<file path="src/assert_macros.svh">
// assertion helpers shared by the rtl
`ifndef ASSERT_MACROS_SVH
`define ASSERT_MACROS_SVH

// expression must hold at every edge outside reset
`define ASSERT_ALWAYS(lbl, clk, rst, expr) \
  lbl: assert property (@(posedge clk) disable iff (rst) (expr)) \
    else $error("assertion failed");

// consequent must hold in the cycle after the antecedent
`define ASSERT_NEXT(lbl, clk, rst, ante, cons) \
  lbl: assert property (@(posedge clk) disable iff (rst) (ante) |=> (cons)) \
    else $error("assertion failed");

`endif

</file>
<file path="src/str_pkg.sv">
`timescale 1ns / 1ps
package str_pkg;

  localparam int MAX_SIDE = 256;
  localparam int DEPTH    = MAX_SIDE * MAX_SIDE;
  localparam int ADDR_W   = $clog2(DEPTH);
  localparam int WORD_W   = 17;
  localparam int SIDE_W   = 9;
  localparam int RAD_W    = 7;
  localparam int OFS_W    = RAD_W + 1;

  typedef enum logic [1:0] {
    OP_FILL   = 2'd0,
    OP_ROTATE = 2'd1,
    OP_READ   = 2'd2,
    OP_RSVD   = 2'd3
  } op_t;

  typedef enum logic [2:0] {
    S_IDLE,
    S_CHECK,
    S_FILL,
    S_ROT,
    S_RD_ADDR,
    S_RD_DATA,
    S_DONE
  } state_t;

  // request to the shared address unit
  typedef struct packed {
    logic              quad;
    logic [1:0]        corner;
    logic [SIDE_W-1:0] top;
    logic [SIDE_W-1:0] left;
    logic [OFS_W-1:0]  last;
    logic [OFS_W-1:0]  qi;
    logic [OFS_W-1:0]  qj;
    logic [SIDE_W-1:0] row;
    logic [SIDE_W-1:0] col;
  } addr_req_t;

endpackage

</file>
<file path="src/str_addr.sv">
`timescale 1ns / 1ps
module str_addr
  import str_pkg::*;
(
  input  addr_req_t         req,
  output logic [ADDR_W-1:0] addr
);

  logic [OFS_W-1:0]  ro;
  logic [OFS_W-1:0]  co;
  logic [SIDE_W-1:0] r;
  logic [SIDE_W-1:0] c;

  // four cells of one ring position, in rotation order
  always_comb begin
    case (req.corner)
      2'd0: begin
        ro = req.qi;
        co = req.qj;
      end
      2'd1: begin
        ro = req.last - req.qj;
        co = req.qi;
      end
      2'd2: begin
        ro = req.last - req.qi;
        co = req.last - req.qj;
      end
      default: begin
        ro = req.qj;
        co = req.last - req.qi;
      end
    endcase
  end

  always_comb begin
    if (req.quad) begin
      r = req.top + SIDE_W'(ro);
      c = req.left + SIDE_W'(co);
    end else begin
      r = req.row;
      c = req.col;
    end
  end

  assign addr = ADDR_W'(r) * ADDR_W'(MAX_SIDE) + ADDR_W'(c);

endmodule

</file>
<file path="config.mk">
export PLATFORM = sky130hd
export DESIGN_NAME = str_addr
export DESIGN_NICKNAME = d
export VERILOG_FILES = /design/src/assert_macros.svh /design/src/str_pkg.sv /design/src/str_addr.sv
export SDC_FILE = /design/constraint.sdc
export NUM_CORES = 1
export LEC_CHECK = 0
export BUFFER_PORTS_ARGS = -buffer_cell sky130_fd_sc_hd__buf_2
export CAP_MARGIN = 40
export CORE_MARGIN = 2
export CORE_UTILIZATION = 40
export DETAILED_ROUTE_END_ITERATION = 16
export GPL_TIMING_DRIVEN = 1
export PLACE_DENSITY = 0.69
export SLEW_MARGIN = 20
export SYNTH_ARGS = -nofsm -noshare
export SYNTH_HDL_FRONTEND = slang
export SYNTH_SLANG_ARGS = --single-unit
</file>
<file path="constraint.sdc">
create_clock -name vclk -period 3.79
set_clock_uncertainty 0.05 [all_clocks]
set_input_delay 0.1895 -clock vclk [all_inputs]
set_output_delay 0.1895 -clock vclk [all_outputs]
set_load 0.02 [all_outputs]
</file>
# --- Word level (Yosys, flattened, before mapping) ---
# Cells that the tools add are included.
word_totals:
  ff_bits: 0
  elab_cells: 12
op_classes:
  n_addsub: 5
  n_eq_ne: 2
  n_mux: 4
  reduce_logical: 1
ops:
  columns: ["op", "n"]
  rows:
  - ["case mux 8 bit (3 select lines)", 2]
  - ["adder 16 x 9 -> 16 bit", 1]
  - ["subtractor 8 bit", 2]
  - ["adder 9 x 8 -> 9 bit", 1]
  - ["2-to-1 mux 9 bit", 1]
  - ["adder 8 bit", 1]
  - ["2-to-1 mux 8 bit", 1]
  - ["equality test 2 x 1 -> 1 bit, second input constant", 1]
  - ["equality test 2 bit, second input constant", 1]
  - ["zero test 2 bit", 1]

# --- Depth between registers and ports, before layout ---
logic_depth:
  depth_word: 5
  mapped_depth: 21

# --- Worst setup path after synthesis ---
# No wires, ideal clock.
synth_timing:
  path_kind: "input to output"
  start: "input req[34] (netlist bit)"
  end: "output addr[13]"
  arrival_ps: 3810
  path_slack_ps: -259
  cell_stages: 19
  path_buffers: 0
  cell_sequence: "inv_1 > ha_1 > inv_1 > fa_1 > a21o_1 > a21oi_1 > o21bai_1 > a21oi_1 > xnor2_1 > mux4_2 > ha_1 > a21o_1 > a21oi_1 > xnor2_1 > mux2_2 > ha_1 > nand3_1 > nor3_1 > xor2_1"
synth_between:
  elab_chain_cells: 5
  word_cells_on_any_way: 9
  cone_classes: "5 x add/sub; 4 x mux"
synth_lines:
  columns: ["item", "line", "text"]
  rows:
  - ["start, declared", "str_addr.sv:5", "input addr_req_t req,"]
  - ["subtractor 8 bit, on equally long branches", null, null]
  - ["case mux 8 bit (3 select lines)", "str_addr.sv:16", "case (req.corner)"]
  - ["adder 9 x 8 -> 9 bit / adder 8 bit (equally long branches)", "str_addr.sv:39, str_addr.sv:38", null]
  - ["2-to-1 mux 9 bit / 2-to-1 mux 8 bit (equally long branches)", "str_addr.sv:37", "if (req.quad) begin"]
  - ["adder 16 x 9 -> 16 bit *", "str_addr.sv:46", "assign addr = ADDR_W'(r) * ADDR_W'(MAX_SIDE) + ADDR_W'(c);"]
  - ["end, declared", "str_addr.sv:6", "output logic [ADDR_W-1:0] addr"]
# Every way passes the cells marked *; elsewhere a longest branch is shown, timed or not.

# --- Worst setup path after layout ---
# Ends and elaborated chain as after synthesis.

==> metrics.cfg <==
[drt]
drtAntennaViolNets=0
drc=0
wl_per_cell_um=11.7
first_pass_iters=5
first_iter_violations=40
dr_total_vias=2282
avgViaCountPerCell=5.04
drt-total-wl_um=5300

[sta]
min_period_ns=3.86
rsz0062_at_grt=true
setup_slack_ns=-0.0701
clock.fmax_ghz=0.259
slew_viol_final=0
finalCritPeriodShare_pct=102
relSlewSlack_pct=54.0
setup_viol=4
worst_slew_pin_slew_ns=0.689
hold_viol=0

[yosys]
ys_types=48
synth-seq-area-share_pct=0
synth_area_um2=2090
syn_nets=380
ys_warn_count=0
syn_inst=281
synth.avg_cell_area_um2=7.45

[place]
place_congestion=0.794
place_ws_ns=-0.335
dp_hpwl_um=4560
port_buffers=77

[final_layout]
diodes=0
seqCellArea_um2=0
fin_util_pct=59.3
drive_above_1_share_pct=43.3
layout_common_cells=buf_2, buf_4, ha_1, nand2_1, inv_1
clock_buffers=0
layout_commonest_cell=buf_2
seq_cells=0
nNetsFinal=484
fillers=496
area_growth_pct=43.7

[outcome]
violations=negative setup slack
status=complete, but fails checks

[critical_path]
startpoint_type=input pin
crit_path_max_incr_delay_ns=0.50
worstSetupPathType=input pin to output port
cp_max_fo=3
cp.buffers_inverters=4
crit_top_cell=ha_4
cp_top_family=compound AO/OA/AOI/OAI gates
cp-end-kind=output port
critical_path_required_ns=3.55
cp_slowest_cell=mux4_2
crit_chain=buf_8, inv_6, ha_4, inv_2, fa_2, a21o_1, a21oi_2, o21bai_1, a21oi_1, xnor2_1, mux4_2, ha_4, a21o_1, a21oi_2, xnor2_1, mux2_4, ha_4, nand3_4, nor3_4, xor2_2, buf_4
cp.arrival_ns=3.62
setup.worst_path.start=req[34]

[die]
core_region_area_um2=5070
io_pins=79
die_x_um=76.3
num_rows=26
fp.dieH_um=76.3
initial_core_util_pct=41.2
die-area_um2=5830

[global_route]
grt-ovfl-total=0
grt_use_total_pct=17.7
grt_pass1_wl_um=8900
antenna_found_initial=0
grt_pass1_vias=2160
grt_max_degree=26

[pwr]
peakVddDrop_mv=0.112
p_comb_share_pct=100.0
swShare_pct=50.0
power_leakage_nw=1.49
power_w=0.000751
p_per_area_nw_per_um2=250
p_seq_share_pct=0
power_frac_clock_pct=0
p_int_w=0.000375
switchingPower_w=0.000376

[cts]
holdBufCountCts=0

[min_path]
hold_path_class=input pin to output port
worstHoldStart=req[0]

[run]
drv_cap=0

per-layer routing:
metal	GRT usage, %	vias up	part of all wire (%)
met1	22.9	1021	45
li1	-	1203	-
met3	1.18	4	4.0
met2	33.6	54	50
met5	0	-	0
met4	0.909	0	0.74
power groups by stage:
stage	Combinational, W	Clock [W]	Sequential [W]
global placement	0.000666	0	0
finish	0.000751	0	0
floorplan	0.000466	0	0
detailed placement	0.000679	0	0
CTS	0.000724	0	0
global route	0.000828	0	0
tightest hold or removal path: cells and delay by family:
family	cells	cell delay, ns
buffers and inverters	2	0.22
muxes	1	0.12
cell families (layout without fill, tap and decap cells):
family	after synthesis	in the layout	share of synthesized area, %
simple gates	79	79	18.5
compound gates	74	74	23.2
fa+ha+maj	36	36	23.0
buf+inv	34	136	7.47
xor+xnor	30	30	12.6
mux	28	28	15.4
cells in the mapped netlist (2+ instances only):
| cell type | number | area, µm² |
|---|---|---|
| a211oi_1 | 2 | 15.0 |
| a21o_1 | 11 | 82.6 |
| a21oi_1 | 21 | 105 |
| a21oi_2 | 3 | 26.3 |
| and3_1 | 2 | 12.5 |
| buf_1 | 3 | 11.3 |
| clkbuf_1 | 4 | 15.0 |
| fa_1 | 4 | 80.1 |
| ha_1 | 32 | 400 |
| inv_1 | 23 | 86.3 |
| mux2_2 | 13 | 146 |
| mux2i_1 | 13 | 130 |
| mux4_2 | 2 | 45.0 |
| nand2_1 | 26 | 97.6 |
| nand2b_1 | 5 | 31.3 |
| nand3_1 | 6 | 30.0 |
| nor2_1 | 19 | 71.3 |
| nor2b_1 | 5 | 31.3 |
| nor3_1 | 6 | 30.0 |
| o211ai_1 | 2 | 15.0 |
| o21a_1 | 3 | 22.5 |
| o21ai_0 | 11 | 55.1 |
| o21ai_1 | 11 | 55.1 |
| o21bai_1 | 2 | 15.0 |
| xnor2_1 | 19 | 166 |
| xor2_1 | 11 | 96.3 |
per-stage QoR:
stage | instance area [µm²] | hold slack [ns] | std cells | TNS [ns]
global placement | 2800 | 0.671 | 450 | -1.46
detailed placement | 2800 | 0.676 | 450 | -1.82
finish | 3010 | 0.675 | 453 | -0.222
floorplan | 2150 | 0.498 | 281 | 0
global route | 3010 | 0.690 | 453 | -1.25
CTS | 2930 | 0.679 | 451 | -0.380
cell type report:
cell class	count	area (µm²)	share of cell area (%)
timing repair buffer	113	691	23.0
tap	70	87.6	2.91
inverter	23	91.3	3.04
multi-input combinational	247	2140	71.1
repair_timing:
item	4_1_cts	5_1_grt
pin swaps	18	21
gates resized for setup	27	19
setup endpoints to repair	8	8
setup buffers	1	2
worst paths after layout:
| check | end | cells after the start |
|---|---|---|
| setup / recovery | addr[13] | 21 |
| hold / removal | addr[0] | 3 |
Power figures use the tool's default switching activity.
