## src/assert_macros.svh

```systemverilog
// assertion helpers shared by the rtl
`ifndef ASSERT_MACROS_SVH
`define ASSERT_MACROS_SVH

// expression must hold at every edge outside reset
`define ASSERT_ALWAYS(lbl, clk, rst, expr) \
  lbl: assert property (@(posedge clk) disable iff (rst) (expr)) \
    else $error("assertion failed");

// consequent must hold in the cycle after the antecedent
`define ASSERT_NEXT(lbl, clk, rst, ante, cons) \
  lbl: assert property (@(posedge clk) disable iff (rst) (ante) |=> (cons)) \
    else $error("assertion failed");

`endif

```

## src/str_ram.sv

```systemverilog
`timescale 1ns / 1ps
module str_ram #(
  parameter int WIDTH = 8,
  parameter int DEPTH = 16
) (
  input  logic                     clk,
  input  logic                     we,
  input  logic [$clog2(DEPTH)-1:0] waddr,
  input  logic [WIDTH-1:0]         wdata,
  input  logic [$clog2(DEPTH)-1:0] raddr,
  output logic [WIDTH-1:0]         rdata
);

  logic [WIDTH-1:0] mem [DEPTH];

  always_ff @(posedge clk) begin
    if (we) begin
      mem[waddr] <= wdata;
    end
    rdata <= mem[raddr];
  end

endmodule

```

## config.mk

```make
export PLATFORM = sky130hd
export DESIGN_NAME = str_ram
export DESIGN_NICKNAME = d
export VERILOG_FILES = /design/src/assert_macros.svh /design/src/str_ram.sv
export SDC_FILE = /design/constraint.sdc
export NUM_CORES = 1
export LEC_CHECK = 0
export ABC_CLOCK_PERIOD_IN_PS = 2200
export BUFFER_PORTS_ARGS = -buffer_cell sky130_fd_sc_hd__buf_4
export CORE_MARGIN = 2
export CORE_UTILIZATION = 59
export DETAILED_ROUTE_END_ITERATION = 6
export PLACE_DENSITY = 0.77
export SYNTH_ARGS = -nofsm -noshare
export SYNTH_HDL_FRONTEND = slang
export SYNTH_SLANG_ARGS = --single-unit
export TNS_END_PERCENT = 5
```

## constraint.sdc

```tcl
create_clock -name clk -period 2.2 [get_ports clk]
set_clock_uncertainty 0.15 [all_clocks]
set_input_delay 0.44 -clock clk [delete_from_list [all_inputs] [get_ports clk]]
set_output_delay 0.44 -clock clk [all_outputs]
set_load 0.02 [all_outputs]
```

# == Yosys cells after proc, flatten, opt, wreduce, memory -nomap -nowiden ==
# Memory sizes are Yosys's and may differ from the RTL's. A register that Yosys moved wholly into a read port is not among the register bits.
# Index checks and enable logic that the tools add are counted.
# classes
mux,2
# op_table
operator,count
1-bit 2-to-1 mux,2
# word_totals
reg_bits,0
mem_bits_rw,128
input_bits,18
out_inout_bits,8
wordCells,3
n_memories,1
# memory_table
memory,words,word_bits,rd,rd_ports_with_merged_regs,write_ports,line,rtl
mem,16,8,1,1,1,str_ram.sv:14,logic [WIDTH-1:0] mem [DEPTH];

# == Logic depth before layout (Yosys ltp) ==
# Gate-level depths: netlist (run 1).
# logic_depth
word_depth,2
mapped_depth,5
depth_no_buf,3

# == Worst setup path before layout (run 1) ==
# No wires, ideal clock.
# synth_timing
path_type,in2reg
start,input waddr[2]
end,"memory mem[0][0], enable pin"
setup_time_ns,0.383
arrival_ns,1.550
slack_ns,0.117
stages,2
path_cell_list,or3b_2 nor3_1
# synth_rtl
element,line,rtl
"start, declared",str_ram.sv:8,"input logic [$clog2(DEPTH)-1:0] waddr,"
"end, declared",str_ram.sv:14,
# Straight into the memory's write port.

# == Worst setup path in the final report (run 1) ==
# layout_timing
start,"register rdata[7], read port of mem"
end,output rdata[7]
# layout_rtl
element,line,rtl
"start, declared",str_ram.sv:11,output logic [WIDTH-1:0] rdata
# No word-level cell between the ends.

==> flow_metrics.tcl, run 1 <==
set metrics [dict create \
    status "finished clean" \
    hold_violations 0 \
    wl_met3_um 521 \
    tns_ns 0 \
    ant_nets 0 \
    wl_per_cell_um 23.4 \
    drt_iter0_markers 231 \
    worstSetupStartpointType "flip-flop" \
    worstReg2RegStart "mem[0][1]$_DFFE_PP_" \
    fmax_mhz 610 \
    intPower_mw 4.74 \
    fillers 520 \
    seq_area_frac_synth_pct 77.8 \
    switching_share_pct 19.7 \
    cts_tree "yes" \
    p_per_area_mw_per_mm2 959 \
    yosysUniqueCellTypes 19 \
    routed-via-count 2457 \
    max_cap_viol_count 0 \
    die-area_mm2 0.00949 \
    fin_nets 302 \
    clkLatencyLatePin_ns 0.52 \
    syn-num-nets 247 \
    track_usage_pct 22.2 \
    wl_met1_um 3990 \
    clkTransAtPathRegs_ns 0.06 \
    critPathKind "flip-flop to output pin" \
    ios 26 \
    end_kind "output pin" \
    top_layer "met4" \
    synthCells 229 \
    grt_overflow 0 \
    firstDrtPassIters 4 \
    diodes 0 \
    crit_slowest_cell "dfxtp_1" \
    synth_top_cells_by_area "edfxtp_1, mux4_2, mux4_1" \
    dieHeight_um 97.4 \
    final_cell_mix "edfxtp_1, buf_4, mux4_2" \
    slowest_delay_ns 0.37 \
    gp_congestion 0.767 \
    cp_num_buf_inv 1 \
    ir_worst_vdd_v 0.000571 \
    syn_area_mm2 0.00515 \
    yosysTopAreaCell "edfxtp_1" \
    rsz0062_at_grt "no" \
    antenna_found_initial 0 \
    cp_top_family "flip-flops" \
    startpoint "rdata[7]$_DFF_P_" \
    combPwrFrac_pct 5.2 \
    cts-htree-levels 4 \
    ctsResizeCount 0 \
    cellLeakagePower_nw 2.11 \
    dp_hpwl_um 6120 \
    grt_pass1_wl_um 14900 \
    relSlewSlack_pct 59.9 \
    path_cells "buf_4" \
    avgSynthCellArea_um2 22.5 \
    period_minus_slack_ns 1.64 \
    port_buffers 25 \
    worst_pin_slew_ns 0.600 \
    cts-buffers-inserted 17 \
    synthToLayoutAreaGrowth_pct 19.4 \
    hold_class "primary input to flip-flop" \
    wl_met2_um 4830 \
    drc 0 \
    cp_data_arrival_time_ns 1.05 \
    core-area_mm2 0.00859 \
    grt_start_max_net_pins 17 \
    hold_buffers 0 \
    root_buffer "clkbuf_8" \
    clkPwrFrac_pct 45.3 \
    maxSlewViolCount 0 \
    period_share_pct 74.5 \
    crit_required_ns 1.61 \
    hold_start "wdata[3]" \
    final_common_cell "edfxtp_1" \
    postCtsSetupRepairBufs 0 \
    drive_above_1_share_pct 31.0 \
    power_mw 5.90 \
    yosysTopAreaCellShare_pct 74.7 \
    crit_fanout 1 \
    p_switching_mw 1.16 \
    rows 34 \
    wl_um 9470 \
    viasPerCell 6.07 \
    die_w_um 97.4 \
    ys_ff_latch 136 \
    start_util_pct 59.9 \
    setup_viol 0 \
    clock_sinks 136 \
    cts_buffer_depth 2 \
    ys_warn_count 0 \
    seq_power_share_pct 49.4 \
    grt_pass1_vias 2549 \
]
[power by group through the flow]
stage	Clock, mW	Sequential, mW	Combinational [mW]
floorplan	0	2.98	0.147
detailed placement	0	2.97	0.309
CTS	2.71	2.92	0.313
global route	2.82	2.92	0.333
finish	2.67	2.92	0.308
global placement	0	2.97	0.299
[logic make-up after synthesis]
group | count (synthesis) | synth area share (%)
compound gates | 16 | 2.33
mux | 32 | 15.0
buf+inv | 10 | 1.68
flops | 136 | 77.8
simple gates | 35 | 3.18
[layout make-up]
type | count | area, um^2 | share of cell area (%)
Clock buffer | 25 | 474 | 7.71
Clock inverter | 7 | 93.8 | 1.53
Multi-Input combinational cell | 83 | 1060 | 17.2
Sequential cell | 136 | 4000 | 65.1
Tap cell | 108 | 135 | 2.20
Timing Repair Buffer | 46 | 383 | 6.23
[metal layers]
metal / GRT usage, % / up-vias
li1: - / 1082
met1: 30.3 / 1271
met2: 34.9 / 92
met3: 7.27 / 12
met4: 7.16 / 0
met5: 0 / -
[stage by stage]
stage	utilization, %	setup WS (ns)	area (um^2)	hold WS (ns)	std cells
3_3_place_gp	64.9	0.251	5580	0.505	373
2_1_floorplan	-	0.117	5150	0.389	229
6_report	71.5	0.561	6150	0.0712	405
3_5_place_dp	64.9	0.228	5580	0.513	373
4_1_cts	71.5	0.536	6150	0.0593	405
5_1_grt	71.5	0.528	6150	0.0688	405
[sequential cells by signal, summed over array words and instances, names as in the netlist]
signal and flops:
mem 128, rdata 8
[synth_stat cells, drive strengths merged]
master and count:
edfxtp 128, nor2b 1, nor2 13, nor3 4, nand2 9, nand3 1
nand2b 2, nand3b 2, and2 1, or3b 1, a22oi 16, dfxtp 8
and2b 1, buf 7, clkdlybuf4s25 3, mux4 32
[path summary, 6_finish.rpt]
kind | slack, ns | depth (start not counted) | endpoint
worst max register to register | 0.65 | 3 | rdata[1]$_DFF_P_
worst max-delay path | 0.56 | 1 | rdata[7]
worst min register to register | 0.52 | 3 | rdata[3]$_DFF_P_
worst min-delay path | 0.07 | 1 | mem[6][3]$_DFFE_PP_
Power figures use the tool's default switching activity.
==> run 2, diff against run 1 <==
ABC_CLOCK_PERIOD_IN_PS = 1640   (was 2200)
clock period = 1.64 ns   (was 2.2 ns; I/O delays follow)
==> flow_metrics.tcl, run 2 (same netlist as run 1, synthesis figures left out) <==
set metrics [dict create \
    power_mw 8.32 \
    cp_data_arrival_time_ns 1.83 \
    synthToLayoutAreaGrowth_pct 24.1 \
    worstReg2RegStart "mem[0][3]$_DFFE_PP_" \
    largest_reg_flops 128 \
    track_usage_pct 25.5 \
    worstRegToRegCells 3 \
    worstSetupStartpointType "flip-flop" \
    wl_per_cell_um 25.8 \
    cts_tree "yes" \
    r2r_slack_ns 0.05 \
    max_cap_viol_count 0 \
    fmax_mhz 629 \
    tns_ns 0 \
    ant_nets 0 \
    postCtsSetupRepairBufs 0 \
    hold_violations 0 \
    crit_slowest_cell "mux4_1" \
    grt_pass1_vias 2787 \
    final_cell_mix "edfxtp_1, buf_4, mux4_2" \
    maxSlewViolCount 0 \
    path_cells "mux4_1 > a22oi_1 > nand2_1" \
    clkLatencyLatePin_ns 0.52 \
    routed-via-count 2588 \
    reg2reg_to "rdata[3]$_DFF_P_" \
    drt_iter0_markers 255 \
    drive_above_1_share_pct 35.1 \
    crit_fanout 1 \
    ir_worst_vdd_v 0.000879 \
    switching_share_pct 20.9 \
    grt_start_max_net_pins 17 \
    root_buffer "clkbuf_8" \
    cts-buffers-inserted 17 \
    clkTransAtPathRegs_ns 0.06 \
    firstDrtPassIters 4 \
    combPwrFrac_pct 5.5 \
    worst_pin_slew_ns 0.841 \
    viasPerCell 6.06 \
    dp_hpwl_um 6330 \
    critPathKind "flip-flop to flip-flop" \
    clkPwrFrac_pct 47.5 \
    port_buffers 25 \
    slowest_delay_ns 0.51 \
    ios 26 \
    gp_congestion 0.775 \
    start_util_pct 59.9 \
    layout.area.seq_mm2 0.00400 \
    intPower_mw 6.58 \
    diodes 0 \
    hold_class "primary input to flip-flop" \
    p_per_area_mw_per_mm2 1300 \
    cts-htree-levels 4 \
    setup_viol 0 \
    period_share_pct 96.9 \
    wl_um 11000 \
    grt_overflow 0 \
    dieHeight_um 97.4 \
    cellLeakagePower_nw 2.24 \
    fillers 489 \
    seq_power_share_pct 47.1 \
    fin_area_mm2 0.00639 \
    fin_nets 324 \
    die_w_um 97.4 \
    final_common_cell "edfxtp_1" \
    crit_required_ns 1.88 \
    placed_cell_area_mm2 0.00569 \
    holdPathEnd "mem[0][6]$_DFFE_PP_" \
    antenna_found_initial 0 \
    hold_depth 3 \
    drc 0 \
    cts_buffer_depth 2 \
    grt_pass1_wl_um 16800 \
    rsz0062_at_grt "no" \
    cp_top_family "multiplexers" \
    cp_num_buf_inv 0 \
    end_kind "flip-flop" \
    core-area_mm2 0.00859 \
    hold_start "waddr[1]" \
    top_register "mem" \
    clock_sinks 136 \
    multiInputGateArea_mm2 0.00107 \
    reg_top3 "mem: 128 flops, rdata: 8 flops" \
    relSlewSlack_pct 43.7 \
    status "finished clean" \
    die-area_mm2 0.00949 \
    period_minus_slack_ns 1.59 \
    p_switching_mw 1.74 \
    rows 34 \
]
[run 2: area by class of cell]
class                      count  area share, %
sequential                   136           62.7
multi-input combinational     83           16.7
timing repair buffer          68           8.89
clock buffer                  18           6.54
clock inverter                14           3.07
tap                          108           2.12
[run 2: per-layer routing]
layer / GRT usage [%] / share of wire (%)
met1: 34.5 / 41
met2: 41.1 / 51
met3: 6.83 / 6.0
met4: 8.55 / 1.2
met5: 0 / 0
[run 2: timing repair]
action / in CTS / in global routing
endpoints found under the setup margin: 0 / 1
gates resized for setup: 0 / 1
endpoints found under the hold margin: 128 / 0
hold buffers: 8 / 0
[run 2: stage by stage]
step           util (%)  instances  setup slack [ns]  hold slack, ns
2_1_floorplan         -        229            -0.104           0.277
3_3_place_gp       66.2        387            -0.247           0.473
3_5_place_dp       66.2        387            -0.232           0.483
4_1_cts            74.3        427           0.00654           0.140
5_1_grt            74.3        427            0.0246           0.163
6_report           74.3        427            0.0512           0.166
[run 2: worst max-delay path by stage]
stage / startpoint / endpoint / slack, ns / depth (start not counted)
2_1_floorplan: waddr[2] / mem[3][0]$_DFFE_PP_ / -0.10 / 2
3_3_place_gp: raddr[0] / rdata[0]$_DFF_P_ / -0.25 / 5
3_5_place_dp: raddr[0] / rdata[0]$_DFF_P_ / -0.23 / 5
4_1_cts: mem[0][3]$_DFFE_PP_ / rdata[3]$_DFF_P_ / 0.007 / 3
5_1_grt: mem[0][3]$_DFFE_PP_ / rdata[3]$_DFF_P_ / 0.02 / 3
6_report: mem[0][3]$_DFFE_PP_ / rdata[3]$_DFF_P_ / 0.05 / 3
[run 2: worst reg2reg max path, delay by kind of cell (launching register included)]
family | cells | cell delay [ns]
AOI/OAI and AO/OA | 1 | 0.28
and+or+nand+nor | 1 | 0.11
DFF | 1 | 0.41
muxes | 1 | 0.52
[run 2: power groups by stage]
stage,Sequential (mW),Combinational [mW],Clock [mW]
floorplan,4.00,0.198,0
global placement,3.98,0.422,0
detailed placement,3.98,0.431,0
CTS,3.92,0.460,4.00
global route,3.92,0.489,4.13
finish,3.91,0.457,3.95
