### src/assert_macros.svh
// assertion helpers shared by the rtl
`ifndef ASSERT_MACROS_SVH
`define ASSERT_MACROS_SVH

// expression must hold at every edge outside reset
`define ASSERT_ALWAYS(lbl, clk, rst, expr) \
  lbl: assert property (@(posedge clk) disable iff (rst) (expr)) \
    else $error("assertion failed");

// consequent must hold in the cycle after the antecedent
`define ASSERT_NEXT(lbl, clk, rst, ante, cons) \
  lbl: assert property (@(posedge clk) disable iff (rst) (ante) |=> (cons)) \
    else $error("assertion failed");

`endif

### src/str_pkg.sv
`timescale 1ns / 1ps
package str_pkg;

  localparam int MAX_SIDE = 256;
  localparam int DEPTH    = MAX_SIDE * MAX_SIDE;
  localparam int ADDR_W   = $clog2(DEPTH);
  localparam int WORD_W   = 17;
  localparam int SIDE_W   = 9;
  localparam int RAD_W    = 7;
  localparam int OFS_W    = RAD_W + 1;

  typedef enum logic [1:0] {
    OP_FILL   = 2'd0,
    OP_ROTATE = 2'd1,
    OP_READ   = 2'd2,
    OP_RSVD   = 2'd3
  } op_t;

  typedef enum logic [2:0] {
    S_IDLE,
    S_CHECK,
    S_FILL,
    S_ROT,
    S_RD_ADDR,
    S_RD_DATA,
    S_DONE
  } state_t;

  // request to the shared address unit
  typedef struct packed {
    logic              quad;
    logic [1:0]        corner;
    logic [SIDE_W-1:0] top;
    logic [SIDE_W-1:0] left;
    logic [OFS_W-1:0]  last;
    logic [OFS_W-1:0]  qi;
    logic [OFS_W-1:0]  qj;
    logic [SIDE_W-1:0] row;
    logic [SIDE_W-1:0] col;
  } addr_req_t;

endpackage

### src/str_item_if.sv
`timescale 1ns / 1ps
interface str_item_if;
  import str_pkg::*;

  logic              valid;
  logic              ready;
  logic [1:0]        operation;
  logic [SIDE_W-1:0] row;
  logic [SIDE_W-1:0] col;
  logic [RAD_W-1:0]  radius;
  logic              counter_clockwise;

  modport source (output valid, operation, row, col, radius, counter_clockwise,
                  input ready);
  modport sink (input valid, operation, row, col, radius, counter_clockwise,
                output ready);
endinterface

### src/str_ctrl.sv
`timescale 1ns / 1ps
module str_ctrl
  import str_pkg::*;
(
  input  logic              clk,
  input  logic              rst,
  str_item_if.sink          item,
  input  logic [SIDE_W-1:0] side,
  input  logic [WORD_W-1:0] rd_data,
  input  logic              res_free,
  output logic              done,
  output logic [WORD_W-1:0] res_value,
  output logic              res_status,
  output addr_req_t         areq,
  output logic              ram_we,
  output logic [WORD_W-1:0] ram_wdata
);

  localparam logic [3:0] STEP_WR0  = 4'd5;
  localparam logic [3:0] STEP_LAST = 4'd8;

  state_t            state;
  state_t            state_next;
  op_t               op;
  logic [SIDE_W-1:0] row;
  logic [SIDE_W-1:0] col;
  logic [RAD_W-1:0]  rad;
  logic              ccw;
  logic [SIDE_W-1:0] fi;
  logic [SIDE_W-1:0] fj;
  logic [WORD_W-1:0] k;
  logic [OFS_W-1:0]  qi;
  logic [OFS_W-1:0]  qj;
  logic [3:0]        step;
  logic [WORD_W-1:0] v [4];

  logic [SIDE_W-1:0] top;
  logic [SIDE_W-1:0] left;
  logic [OFS_W-1:0]  last;
  logic              rot_ok;
  logic              cell_ok;
  logic              fill_end;
  logic              ring_end;
  logic              rot_end;
  logic [3:0]        wsub;
  logic [1:0]        corner;
  logic [1:0]        src_sel;
  logic [3:0]        cap_sub;

  assign top  = row - SIDE_W'(rad) - SIDE_W'(1);
  assign left = col - SIDE_W'(rad) - SIDE_W'(1);
  assign last = {rad, 1'b0};

  assign rot_ok = (row > SIDE_W'(rad)) && (col > SIDE_W'(rad))
                  && ({1'b0, row} + (SIDE_W + 1)'(rad) <= {1'b0, side})
                  && ({1'b0, col} + (SIDE_W + 1)'(rad) <= {1'b0, side});
  assign cell_ok = (row != '0) && (row <= side) && (col != '0) && (col <= side);

  assign fill_end = (fi == side - SIDE_W'(1)) && (fj == side - SIDE_W'(1));
  assign ring_end = (qj == last - qi - OFS_W'(1));
  assign rot_end  = (step == STEP_LAST) && ring_end && (qi == OFS_W'(rad) - OFS_W'(1));

  assign wsub    = step - STEP_WR0;
  assign corner  = (step < STEP_WR0) ? step[1:0] : wsub[1:0];
  assign cap_sub = step - 4'd1;

  // next state
  always_comb begin
    state_next = state;
    case (state)
      S_IDLE: begin
        if (item.valid) begin
          state_next = S_CHECK;
        end
      end
      S_CHECK: begin
        case (op)
          OP_FILL:   state_next = (side == '0) ? S_DONE : S_FILL;
          OP_ROTATE: state_next = (rot_ok && rad != '0) ? S_ROT : S_DONE;
          OP_READ:   state_next = cell_ok ? S_RD_ADDR : S_DONE;
          default:   state_next = S_DONE;
        endcase
      end
      S_FILL: begin
        if (fill_end) begin
          state_next = S_DONE;
        end
      end
      S_ROT: begin
        if (rot_end) begin
          state_next = S_DONE;
        end
      end
      S_RD_ADDR: state_next = S_RD_DATA;
      S_RD_DATA: state_next = S_DONE;
      S_DONE: begin
        if (res_free) begin
          state_next = S_IDLE;
        end
      end
      default: state_next = S_IDLE;
    endcase
  end

  // outputs
  always_comb begin
    item.ready = 1'b0;
    done       = 1'b0;
    ram_we     = 1'b0;
    case (state)
      S_IDLE:  item.ready = 1'b1;
      S_FILL:  ram_we = 1'b1;
      S_ROT:   ram_we = (step >= STEP_WR0);
      S_DONE:  done = 1'b1;
      default: ram_we = 1'b0;
    endcase
  end

  always_comb begin
    areq.quad   = (state == S_ROT);
    areq.corner = corner;
    areq.top    = top;
    areq.left   = left;
    areq.last   = last;
    areq.qi     = qi;
    areq.qj     = qj;
    if (state == S_FILL) begin
      areq.row = fi;
      areq.col = fj;
    end else begin
      areq.row = row - SIDE_W'(1);
      areq.col = col - SIDE_W'(1);
    end
  end

  // clockwise takes the next cell of the ring, counter-clockwise the previous
  assign src_sel   = ccw ? corner + 2'd3 : corner + 2'd1;
  assign ram_wdata = (state == S_FILL) ? k : v[src_sel];

  always_ff @(posedge clk) begin
    if (rst) begin
      state <= S_IDLE;
    end else begin
      state <= state_next;
    end
  end

  always_ff @(posedge clk) begin
    case (state)
      S_IDLE: begin
        if (item.valid) begin
          op         <= op_t'(item.operation);
          row        <= item.row;
          col        <= item.col;
          rad        <= item.radius;
          ccw        <= item.counter_clockwise;
          res_value  <= '0;
          res_status <= 1'b0;
        end
      end
      S_CHECK: begin
        fi   <= '0;
        fj   <= '0;
        k    <= WORD_W'(1);
        qi   <= '0;
        qj   <= '0;
        step <= '0;
        case (op)
          OP_FILL:   res_status <= 1'b0;
          OP_ROTATE: res_status <= !rot_ok;
          OP_READ:   res_status <= !cell_ok;
          default:   res_status <= 1'b1;
        endcase
      end
      S_FILL: begin
        k <= k + WORD_W'(1);
        if (fj == side - SIDE_W'(1)) begin
          fj <= '0;
          fi <= fi + SIDE_W'(1);
        end else begin
          fj <= fj + SIDE_W'(1);
        end
      end
      S_ROT: begin
        if (step >= 4'd1 && step <= 4'd4) begin
          v[cap_sub[1:0]] <= rd_data;
        end
        if (step == STEP_LAST) begin
          step <= '0;
          if (ring_end) begin
            qi <= qi + OFS_W'(1);
            qj <= qi + OFS_W'(1);
          end else begin
            qj <= qj + OFS_W'(1);
          end
        end else begin
          step <= step + 4'd1;
        end
      end
      S_RD_DATA: res_value <= rd_data;
      default: ;
    endcase
  end

endmodule
### src/flat_wrapper.sv
// flat-port wrapper written by rule: the top's interface ports become plain ports
module str_ctrl_flat import str_pkg::*;
  (clk, rst, side, rd_data, res_free, done, res_value, res_status, areq, ram_we, ram_wdata, item_valid, item_operation, item_row, item_col, item_radius, item_counter_clockwise, item_ready);
  str_item_if item_i ();
  input  logic clk;
  input  logic rst;
  input  logic [SIDE_W-1:0] side;
  input  logic [WORD_W-1:0] rd_data;
  input  logic res_free;
  output logic done;
  output logic [WORD_W-1:0] res_value;
  output logic res_status;
  output addr_req_t areq;
  output logic ram_we;
  output logic [WORD_W-1:0] ram_wdata;
  input wire logic [$bits(item_i.valid)-1:0] item_valid;
  input wire logic [$bits(item_i.operation)-1:0] item_operation;
  input wire logic [$bits(item_i.row)-1:0] item_row;
  input wire logic [$bits(item_i.col)-1:0] item_col;
  input wire logic [$bits(item_i.radius)-1:0] item_radius;
  input wire logic [$bits(item_i.counter_clockwise)-1:0] item_counter_clockwise;
  output wire logic [$bits(item_i.ready)-1:0] item_ready;
  assign item_i.valid = item_valid;
  assign item_i.operation = item_operation;
  assign item_i.row = item_row;
  assign item_i.col = item_col;
  assign item_i.radius = item_radius;
  assign item_i.counter_clockwise = item_counter_clockwise;
  assign item_ready = item_i.ready;
  str_ctrl u_core (.clk(clk), .rst(rst), .item(item_i), .side(side), .rd_data(rd_data), .res_free(res_free), .done(done), .res_value(res_value), .res_status(res_status), .areq(areq), .ram_we(ram_we), .ram_wdata(ram_wdata));
endmodule
### config.mk
export PLATFORM = sky130hd
export DESIGN_NAME = str_ctrl_flat
export DESIGN_NICKNAME = d
export VERILOG_FILES = /design/src/assert_macros.svh /design/src/str_pkg.sv /design/src/str_item_if.sv /design/src/str_ctrl.sv /design/src/flat_wrapper.sv
export SDC_FILE = /design/constraint.sdc
export NUM_CORES = 1
export LEC_CHECK = 0
export ABC_CLOCK_PERIOD_IN_PS = 4500
export BUFFER_PORTS_ARGS = -buffer_cell sky130_fd_sc_hd__buf_2
export CORE_MARGIN = 2
export CORE_UTILIZATION = 39
export DETAILED_ROUTE_END_ITERATION = 16
export PLACE_DENSITY = 0.61
export SYNTH_ARGS = -nofsm -noshare
export SYNTH_HDL_FRONTEND = slang
export SYNTH_SLANG_ARGS = --single-unit
### constraint.sdc
create_clock -name clk -period 4.5 [get_ports clk]
set_clock_uncertainty 0.15 [all_clocks]
set_input_delay 0.45 -clock clk [delete_from_list [all_inputs] [get_ports clk]]
set_output_delay 0.45 -clock clk [all_outputs]
set_load 0.05 [all_outputs]
; ---- After elaboration in Yosys (flattened, before gate mapping)
; Memory sizes are Yosys's and may differ from the RTL's.
; Cells that the tools add are included.
[totals]
register_bits = 104
ram_bits = 68
n_memories = 1
[memory_table]
columns = memory, words, width, read_ports, rd_clocked_by_memory_dff, write_ports, line
row1 = u_core.v, 4, 17, 1, 0, 1, str_ctrl.sv:35  ; logic [WORD_W-1:0] v [4];
[op_classes]
n_addsub = 22
magnitude_cmp = 10
eq_ne = 20
muxes = 37
reduce_logical = 30
[ops]
columns = operator, count
row1 = $pmux W17 S2, 2
row2 = $sub A9 B1 Y9 const B, 5
row3 = $pmux W9 S2, 2
row4 = $mux W17, 2
row5 = $mux W8, 4
row6 = $pmux W8 S2, 2
row7 = $pmux W3 S7, 1
row8 = $add A9 B7 Y10, 2
row9 = $le A10 B9 Y1, 2
row10 = $add A9 B1 Y9 const B, 2
row11 = $eq A9 B9 Y1, 2
row12 = $gt A9 B7 Y1, 2
row13 = $le A9 B9 Y1, 2
row14 = $mux W18, 1
row15 = $mux W3, 6
row16 = $mux W9, 2
row17 = $reduce_bool A9 Y1, 2
row18 = $sub A9 B7 Y9, 2
row19 = $add A17 B1 Y17 const B, 1
row20 = $add A8 B1 Y8 const B, 2
row21 = $eq A8 B8 Y1, 2
row22 = $logic_and A1 B1 Y1, 11
row23 = $ne A2 B1 Y1 const B, 5
row24 = $reduce_and A2 Y1, 5
row25 = 33 further kinds, 50

; ---- Logic depth before layout (Yosys ltp)
; Gate-level depths: netlist (run 1).
[depth]
word_depth = 8
depth_mapped = 19

; ---- Worst setup path before layout (run 1)
; OpenSTA, ideal clock, no wires.
[synth_timing]
kind = register to output
start = register u_core.step[0]
end = output port ram_wdata[15]
arrival_time_ns = 3.663
t_required_ns = 3.900
slack_ns = 0.237
stages_incl_launch_ff = 11
path_cell_list = edfxtp_1 -> inv_1 -> ha_1 -> inv_1 -> a21oi_1 -> mux2i_1 -> xor2_2 -> buf_6 -> mux4_2 -> nand2_1 -> nand2_1
[synth_rtl]
columns = element, line
row1 = start: declaration, str_ctrl.sv:34  ; logic [3:0] step;
row2 = start signal: assignment, str_ctrl.sv:197  ; step <= step + 4'd1;
row3 = end: declaration, flat_wrapper.sv:15  ; output logic [WORD_W-1:0] ram_wdata;

; ---- Final worst setup path (run 1)
[layout_timing]
start = register u_core.step[0]
end = output port ram_wdata[7]
[layout_between]
elab_chain_cells = 6
elab_cells_between_ends = 8
[layout_rtl]
columns = element, line
row1 = $lt A4 B3 Y1 / $sub A2 B1 Y2 (equally long branches), "str_ctrl.sv:64, str_ctrl.sv:63"
row2 = $mux W2 *, str_ctrl.sv:64  ; assign corner = (step < STEP_WR0) ? step[1:0] : wsub[1:0];
row3 = $add A2 B1 Y2 / $add A2 B2 Y2 (equally long branches), str_ctrl.sv:137  ; assign src_sel = ccw ? corner + 2'd3 : corner + 2'd1;
row4 = $mux W2 *, str_ctrl.sv:137
row5 = $mem_v2 Z4 W17 *, n/a
row6 = $mux W17 *, str_ctrl.sv:138  ; assign ram_wdata = (state == S_FILL) ? k : v[src_sel];
; Mark *: on every way between the ends. The rest lies on a longest branch, timed or not.

==> results of run 1 <==
==> cells in the final DEF (no fill, tap or decap), types with 5 or more instances in the layout <==
master and count:
sky130_fd_sc_hd__edfxtp_1 169, sky130_fd_sc_hd__buf_2 157, sky130_fd_sc_hd__nand2_1 103, sky130_fd_sc_hd__nor2_1 96, sky130_fd_sc_hd__ha_1 88, sky130_fd_sc_hd__xnor2_1 66
sky130_fd_sc_hd__inv_1 57, sky130_fd_sc_hd__xor2_1 55, sky130_fd_sc_hd__a21oi_1 55, sky130_fd_sc_hd__and3_1 31, sky130_fd_sc_hd__nor3_1 26, sky130_fd_sc_hd__nand3_1 25
sky130_fd_sc_hd__o21ai_0 24, sky130_fd_sc_hd__nand4_1 18, sky130_fd_sc_hd__mux4_2 17, sky130_fd_sc_hd__clkbuf_16 17, sky130_fd_sc_hd__buf_4 16, sky130_fd_sc_hd__o21bai_1 11
sky130_fd_sc_hd__nor2b_1 10, sky130_fd_sc_hd__and2_1 8, sky130_fd_sc_hd__a31oi_1 7, sky130_fd_sc_hd__nor4_1 7, sky130_fd_sc_hd__o21a_1 7, sky130_fd_sc_hd__nand2b_1 6
sky130_fd_sc_hd__a2bb2oi_1 6, sky130_fd_sc_hd__o31ai_1 6, sky130_fd_sc_hd__a21o_1 5, sky130_fd_sc_hd__fa_1 5, sky130_fd_sc_hd__clkinv_8 5
==> where the power goes <==
group          switching, mW  leakage, nW  internal, mW
sequential             0.491         1.60          2.25
clock                  0.730        0.314         0.860
combinational           3.98         3.28          1.77
==> cells by family after synthesis <==
family / count (synthesis)
AND/OR/NAND/NOR: 352
flip-flops: 172
AO/OA/AOI/OAI: 158
XOR/XNOR: 125
buffers and inverters: 97
adder cells (fa/ha/maj): 93
multiplexers: 21
other: 1
==> cell usage after synthesis (all sizes together), types with 10 or more instances <==
library cell / instances
a21oi: 56
and3: 31
clkbuf: 37
edfxtp: 169
ha: 88
inv: 57
mux4: 17
nand2: 104
nand3: 25
nand4: 18
nor2: 97
nor2b: 10
nor3: 26
nor4: 12
o21ai: 25
o21bai: 11
xnor2: 68
xor2: 56
==> metrics by stage <==
stage,util,instance area [um2],std cells,hold slack [ps]
5_1_grt,0.467,13000,1569,10.0
3_5_place_dp,0.442,12300,1531,470
6_report,0.467,13000,1569,26.9
2_1_floorplan,-,11000,1019,372
4_1_cts,0.467,13000,1567,2.86
3_3_place_gp,0.442,12300,1531,464
==> routing by layer <==
| layer | GRT usage | share of wire |
|---|---|---|
| met1 | 0.265 | 0.44 |
| met2 | 0.320 | 0.48 |
| met3 | 0.0437 | 0.065 |
| met4 | 0.0775 | 0.018 |
| met5 | 0 | 0 |
==> state kept, by name (all words and copies together) (netlist names), 8 cells and up <==
register,cells
u_core.v,68
u_core.k,17
u_core.res_value,17
u_core.col,9
u_core.fi,9
u_core.fj,9
u_core.row,9
u_core.qi,8
u_core.qj,8
==> worst reg2reg max path, delay by kind of cell (launching register included) <==
kind,cells,cell delay (ps)
DFF,1,500
AOI/OAI and AO/OA,9,1870
and+or+nand+nor,4,580
adders and majority gates,2,830
xor gates and xnor gates,1,100
==> what timing repair did <==
item / 4_1_cts / 5_1_grt
hold buffers: 4 / 0
endpoints found under the hold margin: 4 / 0
setup buffers: 0 / 0
==> area by class of cell <==
type,instances,area (um2),area share
multi-input cells,750,5530,0.427
flip-flops and latches,172,5130,0.396
repair buffers,178,966,0.0745
well taps,378,473,0.0365
clock buffers,17,425,0.0328
clock inverters,15,218,0.0168
inverters,57,214,0.0165
diodes,2,5.00,0.000386
==> worst max-delay path by stage <==
stage / from / to / slack [ps] / cells past startpoint
floorplan: u_core.step[0]$_SDFFCE_PN0P_ / ram_wdata[15] / 240 / 10
global placement: u_core.col[2]$_DFFE_PP_ / u_core.state[0]$_SDFFE_PP0P_ / 520 / 16
detailed placement: u_core.col[2]$_DFFE_PP_ / u_core.state[0]$_SDFFE_PP0P_ / 480 / 16
CTS: u_core.step[0]$_SDFFCE_PN0P_ / ram_wdata[5] / 320 / 11
global route: u_core.col[2]$_DFFE_PP_ / u_core.state[0]$_SDFFE_PP0P_ / 4 / 16
finish: u_core.step[0]$_SDFFCE_PN0P_ / ram_wdata[7] / 380 / 11
==> implementation parameters, run 1 <==
Parameter                              Value

Min path
  HP Start    item_col[5]
  Hold path depth    1
  Worst min-delay path endpoint    u_core.col[5]$_DFFE_PP_
  Type of the tightest min-delay check    primary input to flop

Drt
  Detail-routed via count per cell    5.28
  Initial DRC count    640
  Post-DRT Antenna Nets    0
  Remaining design rule violation count    0
  Total via count in the routed design    8288
  Detail-routed net length per standard cell    18.3 um
  Final Routed Wirelength    28600 um
  Total iterations of the first detailed-routing run    5

Timing
  Final number of setup-violating endpoints    0
  Number of failing hold endpoints at the final stage    0
  Minimum clock period after layout    4120 ps
  Tightest Pin Transition    896 ps
  Slew Viols, Final    0
  Sum of negative setup slack    0 ps
  Final worst setup slack    379 ps
  Period Utilization, post-route    0.916
  Setup repair after global routing missed its margin    false
  Worst-case headroom to the max-slew limit    0.403
  Maximum frequency from static timing analysis    243 MHz

Clock tree
  Master cell of the clock root buffer    sky130_fd_sc_hd__clkbuf_16
  Resized Gates After CTS    0
  TritonCTS buffer count    17
  Clock-pin transition on the worst setup and hold timing paths    80 ps
  Number of buffers between clock root and the deepest sink    2
  Insertion delay to the later sink of the worst-skew pair    450 ps
  TritonCTS clock tree    built
  Number of H-tree levels    4
  Total number of clock tree sinks    172

Critical path
  Reg-to-reg setup timing slack    400 ps
  Kind of end point of the critical path    output port
  Type of origin of the critical path    flop
  CP Buf/Inv Count    4
  Crit path DAT    3520 ps
  Kind of cell adding the most delay to the critical path    multiplexers
  R2R Path Start    u_core.col[2]$_DFFE_PP_
  CP Class    flop to output port
  Register-to-Register Path Depth    16
  Maximum fanout count along the critical path    17
  CP max-delay cell    sky130_fd_sc_hd__mux4_2
  Slowest cell delay on critical path    540 ps
  Critical register-to-register path endpoint    u_core.state[0]$_SDFFE_PP0P_
  Worst EP required    3900 ps
  Cell breakdown of the critical path    inv_1 > ha_1 > inv_1 > a21oi_1 > mux2i_1 > xor2_2 > buf_4 > mux4_2 > nand2_1 > nand2_1 > buf_2

Final layout
  Fill cell total of the finished layout    2664
  Fraction of layout instances using a drive strength above 1    0.204
  Signed area change from the synthesized netlist to the final layout    17.7%
  Final-stage net count    1327

GRT
  Vias in the first global route    8076
  Number of antenna violations at the first check in global routing    2
  Largest net degree at the start of global routing    41
  Grt ovf    0
  GRT Total Usage    0.200
  First-pass GRT wire length    44700 um

Place
  Setup slack at placement    477 ps
  RD Place Congestion    0.898
  Post-detailed-placement half-perimeter wirelength    21600 um
  Number of I/O port buffers    157

Synth
  Number of instances in the synthesized netlist    1019
  Share of cell area taken by muxes after synthesis    0.0386
  Main combinational cell family by area after synthesis    simple AND/OR/NAND/NOR gates
  Proportion of netlist area held by the largest area contributor    0.461
  Number of synthesis warnings    0
  Async set-or-reset flop fraction in the synthesized netlist    0
  Area contributors post-synth    sky130_fd_sc_hd__edfxtp_1, sky130_fd_sc_hd__ha_1, sky130_fd_sc_hd__xnor2_1, sky130_fd_sc_hd__xor2_1, sky130_fd_sc_hd__nand2_1
  Fraction of synthesized cell area in xor and xnor cells    0.102
  Number of enable flip-flop cells after synthesis    169
  Share of synthesized cell area in and, or, nand and nor gates    0.154
  Number of register bits inferred by synthesis    172
  Share of the synthesized area in compound gates (AO/OA/AOI/OAI)    0.0954
  Number of nets produced by synthesis    1170
  Synth cell types    71
  Cell area after synthesis    11000 um2
  Sequential element share of the synthesized area    0.466
  Cell accounting for the most synthesized area    sky130_fd_sc_hd__edfxtp_1
  Commonest register cell after synthesis    sky130_fd_sc_hd__edfxtp_1
  Adder-Cell Fraction of Synth Area    0.109
  Post-Synthesis Mean Instance Area    10.8 um2

Floorplan
  Initial Utilization    0.397
  Total number of placement rows    61
  Total Die Area    29600 um2
  Chip height    172 um
  Num ports    159
  Placeable core region    27800 um2
  Width of the die    172 um

Power
  Max rail drop VDD    0.000444 V
  Static Leakage    5.20 nW
  Total power consumption of the routed design    10.1 mW
  Areal power density over the cells    777 nW/um2

Run status
  Result of the run    complete, no violations

Job
  Maximum capacitance violations    0
(Power assumes the default switching activity.)
==> inputs of run 2 (changes only) <==
- ABC_CLOCK_PERIOD_IN_PS: 4500 -> 4400
- clock period: 4.5 -> 4.4 ns (I/O delays scaled with it)
==> run 2 against run 1 <==
- hold slack worse by 4.2 ps
- non-clock buffer count is 1 lower
- clock-buffer cell count stayed put
- design area is 0.40% lower
- power increased by 1.7%
- sequential power is 2% higher
- wire length is 0.81% higher
- critical endpoint is now ram_wdata[8]
- clock power shrank 4%
- largest power group unchanged
- register-to-register slack lost 30 ps
- first-iteration DRC count is 1.3% lower
==> implementation parameters, run 2 (synthesis results as in run 1) <==
Parameter                              Value

Power
  Static Leakage    5.17 nW
  Total power consumption of the routed design    10.2 mW
  Areal power density over the cells    793 nW/um2
  Max rail drop VDD    0.000434 V

Clock tree
  Insertion delay to the later sink of the worst-skew pair    440 ps
  Resized Gates After CTS    0
  Clock-pin transition on the worst setup and hold timing paths    80 ps
  TritonCTS buffer count    17
  Master cell of the clock root buffer    sky130_fd_sc_hd__clkbuf_16
  TritonCTS clock tree    built
  Post-CTS setup repair buffer count    0
  Number of H-tree levels    4
  Total number of clock tree sinks    172
  Number of buffers between clock root and the deepest sink    2
  Number of buffers inserted by hold repair at cts    0

Timing
  Final worst setup slack    309 ps
  Tightest Pin Transition    918 ps
  Maximum frequency from static timing analysis    244 MHz
  Period Utilization, post-route    0.930
  Minimum clock period after layout    4090 ps
  Worst-case headroom to the max-slew limit    0.388
  Number of failing hold endpoints at the final stage    0
  Slew Viols, Final    0
  Setup repair after global routing missed its margin    false
  Sum of negative setup slack    0 ps
  Final number of setup-violating endpoints    0

Drt
  Post-DRT Antenna Nets    0
  Initial DRC count    632
  Length of routed met3 wiring    1610 um
  Total iterations of the first detailed-routing run    5
  Routed wl met2    13800 um
  Top routing layer in use    met4
  Detail-routed net length per standard cell    18.4 um
  Routed length on met1    12900 um
  Remaining design rule violation count    0
  Final Routed Wirelength    28900 um
  Detail-routed via count per cell    5.28
  Total via count in the routed design    8277

Critical path
  CP Class    flop to output port
  Cell breakdown of the critical path    inv_1 > ha_1 > inv_1 > a21oi_1 > mux2i_1 > xor2_2 > buf_4 > mux4_2 > nand2_1 > nand2_1 > buf_2
  Kind of end point of the critical path    output port
  CP max-delay cell    sky130_fd_sc_hd__mux4_2
  Worst EP required    3810 ps
  Maximum fanout count along the critical path    17
  Slowest cell delay on critical path    550 ps
  Type of origin of the critical path    flop
  Crit path DAT    3500 ps
  Reg-to-reg setup timing slack    370 ps

Floorplan
  Placeable core region    27800 um2
  Initial Utilization    0.397
  Width of the die    172 um
  Total Die Area    29600 um2
  Num ports    159
  Total number of placement rows    61
  Chip height    172 um

GRT
  Number of antenna violations at the first check in global routing    2
  Largest net degree at the start of global routing    32
  GRT Total Usage    0.200
  First-pass GRT wire length    44800 um
  Grt ovf    0
  Vias in the first global route    8023

Final layout
  Most common cell after layout, fill and taps aside    sky130_fd_sc_hd__edfxtp_1
  Commonest non-fill, non-tap cells in the layout    sky130_fd_sc_hd__edfxtp_1, sky130_fd_sc_hd__buf_2, sky130_fd_sc_hd__nand2_1, sky130_fd_sc_hd__nor2_1, sky130_fd_sc_hd__ha_1
  Fill cell total of the finished layout    2655
  Final-stage net count    1326
  Fraction of layout instances using a drive strength above 1    0.207
  Signed area change from the synthesized netlist to the final layout    17.2%
  Flip-flop count of the largest register, all copies and words added    68

Place
  RD Place Congestion    0.889
  Number of I/O port buffers    157
  Post-detailed-placement half-perimeter wirelength    21700 um
  Setup slack at placement    462 ps

Run status
  Result of the run    complete, no violations

Min path
  Type of the tightest min-delay check    primary input to flop

Job
  Maximum capacitance violations    0
-- run 2: final cells by class --
cell class / count / area (um2) / area share
Multi-Input combinational cell: 750 / 5530 / 0.428
Sequential cell: 172 / 5130 / 0.398
Timing Repair Buffer: 177 / 948 / 0.0734
Tap cell: 378 / 473 / 0.0366
Clock buffer: 17 / 425 / 0.0329
Inverter: 57 / 214 / 0.0166
Clock inverter: 15 / 184 / 0.0142
Antenna cell: 2 / 5.00 / 0.000387
-- run 2: path summary, 6_finish.rpt --
kind,from,endpoint,cells past startpoint
min,item_radius[6],u_core.rad[6]$_DFFE_PP_,1
min reg2reg,u_core.k[16]$_SDFFCE_PN0P_,u_core.k[16]$_SDFFCE_PN0P_,2
max,u_core.step[0]$_SDFFCE_PN0P_,ram_wdata[8],11
max reg2reg,u_core.col[0]$_DFFE_PP_,u_core.state[0]$_SDFFE_PP0P_,18
-- run 2: through the flow --
| stage | cell area [um2] | hold slack, ps | std cells | util |
|---|---|---|---|---|
| floorplan | 11000 | 362 | 1019 | - |
| global placement | 12300 | 463 | 1534 | 0.443 |
| detailed placement | 12300 | 466 | 1534 | 0.443 |
| CTS | 12900 | 5.89 | 1566 | 0.465 |
| global route | 12900 | 13.3 | 1568 | 0.465 |
| finish | 12900 | 22.7 | 1568 | 0.465 |
-- run 2: worst max-delay path: cells and delay by family, from the launching register on --
| kind | cells | cell delay, ps |
|---|---|---|
| XOR/XNOR | 1 | 150 |
| multiplexers | 2 | 920 |
| flip-flops | 1 | 510 |
| AND/OR/NAND/NOR | 2 | 200 |
| buffers and inverters | 4 | 780 |
| adder cells (fa/ha/maj) | 1 | 180 |
| AO/OA/AOI/OAI | 1 | 310 |
-- run 2: layer usage --
layer  up-vias  GRT usage
li1       4002          -
met1      4024      0.268
met2       219      0.331
met3        32     0.0309
met4         0     0.0665
met5         -          0
-- run 2: power by group --
| group | switching (mW) | leakage [nW] | internal, mW |
|---|---|---|---|
| logic | 4.09 | 3.28 | 1.82 |
| clock network | 0.760 | 0.289 | 0.774 |
| registers | 0.500 | 1.60 | 2.30 |
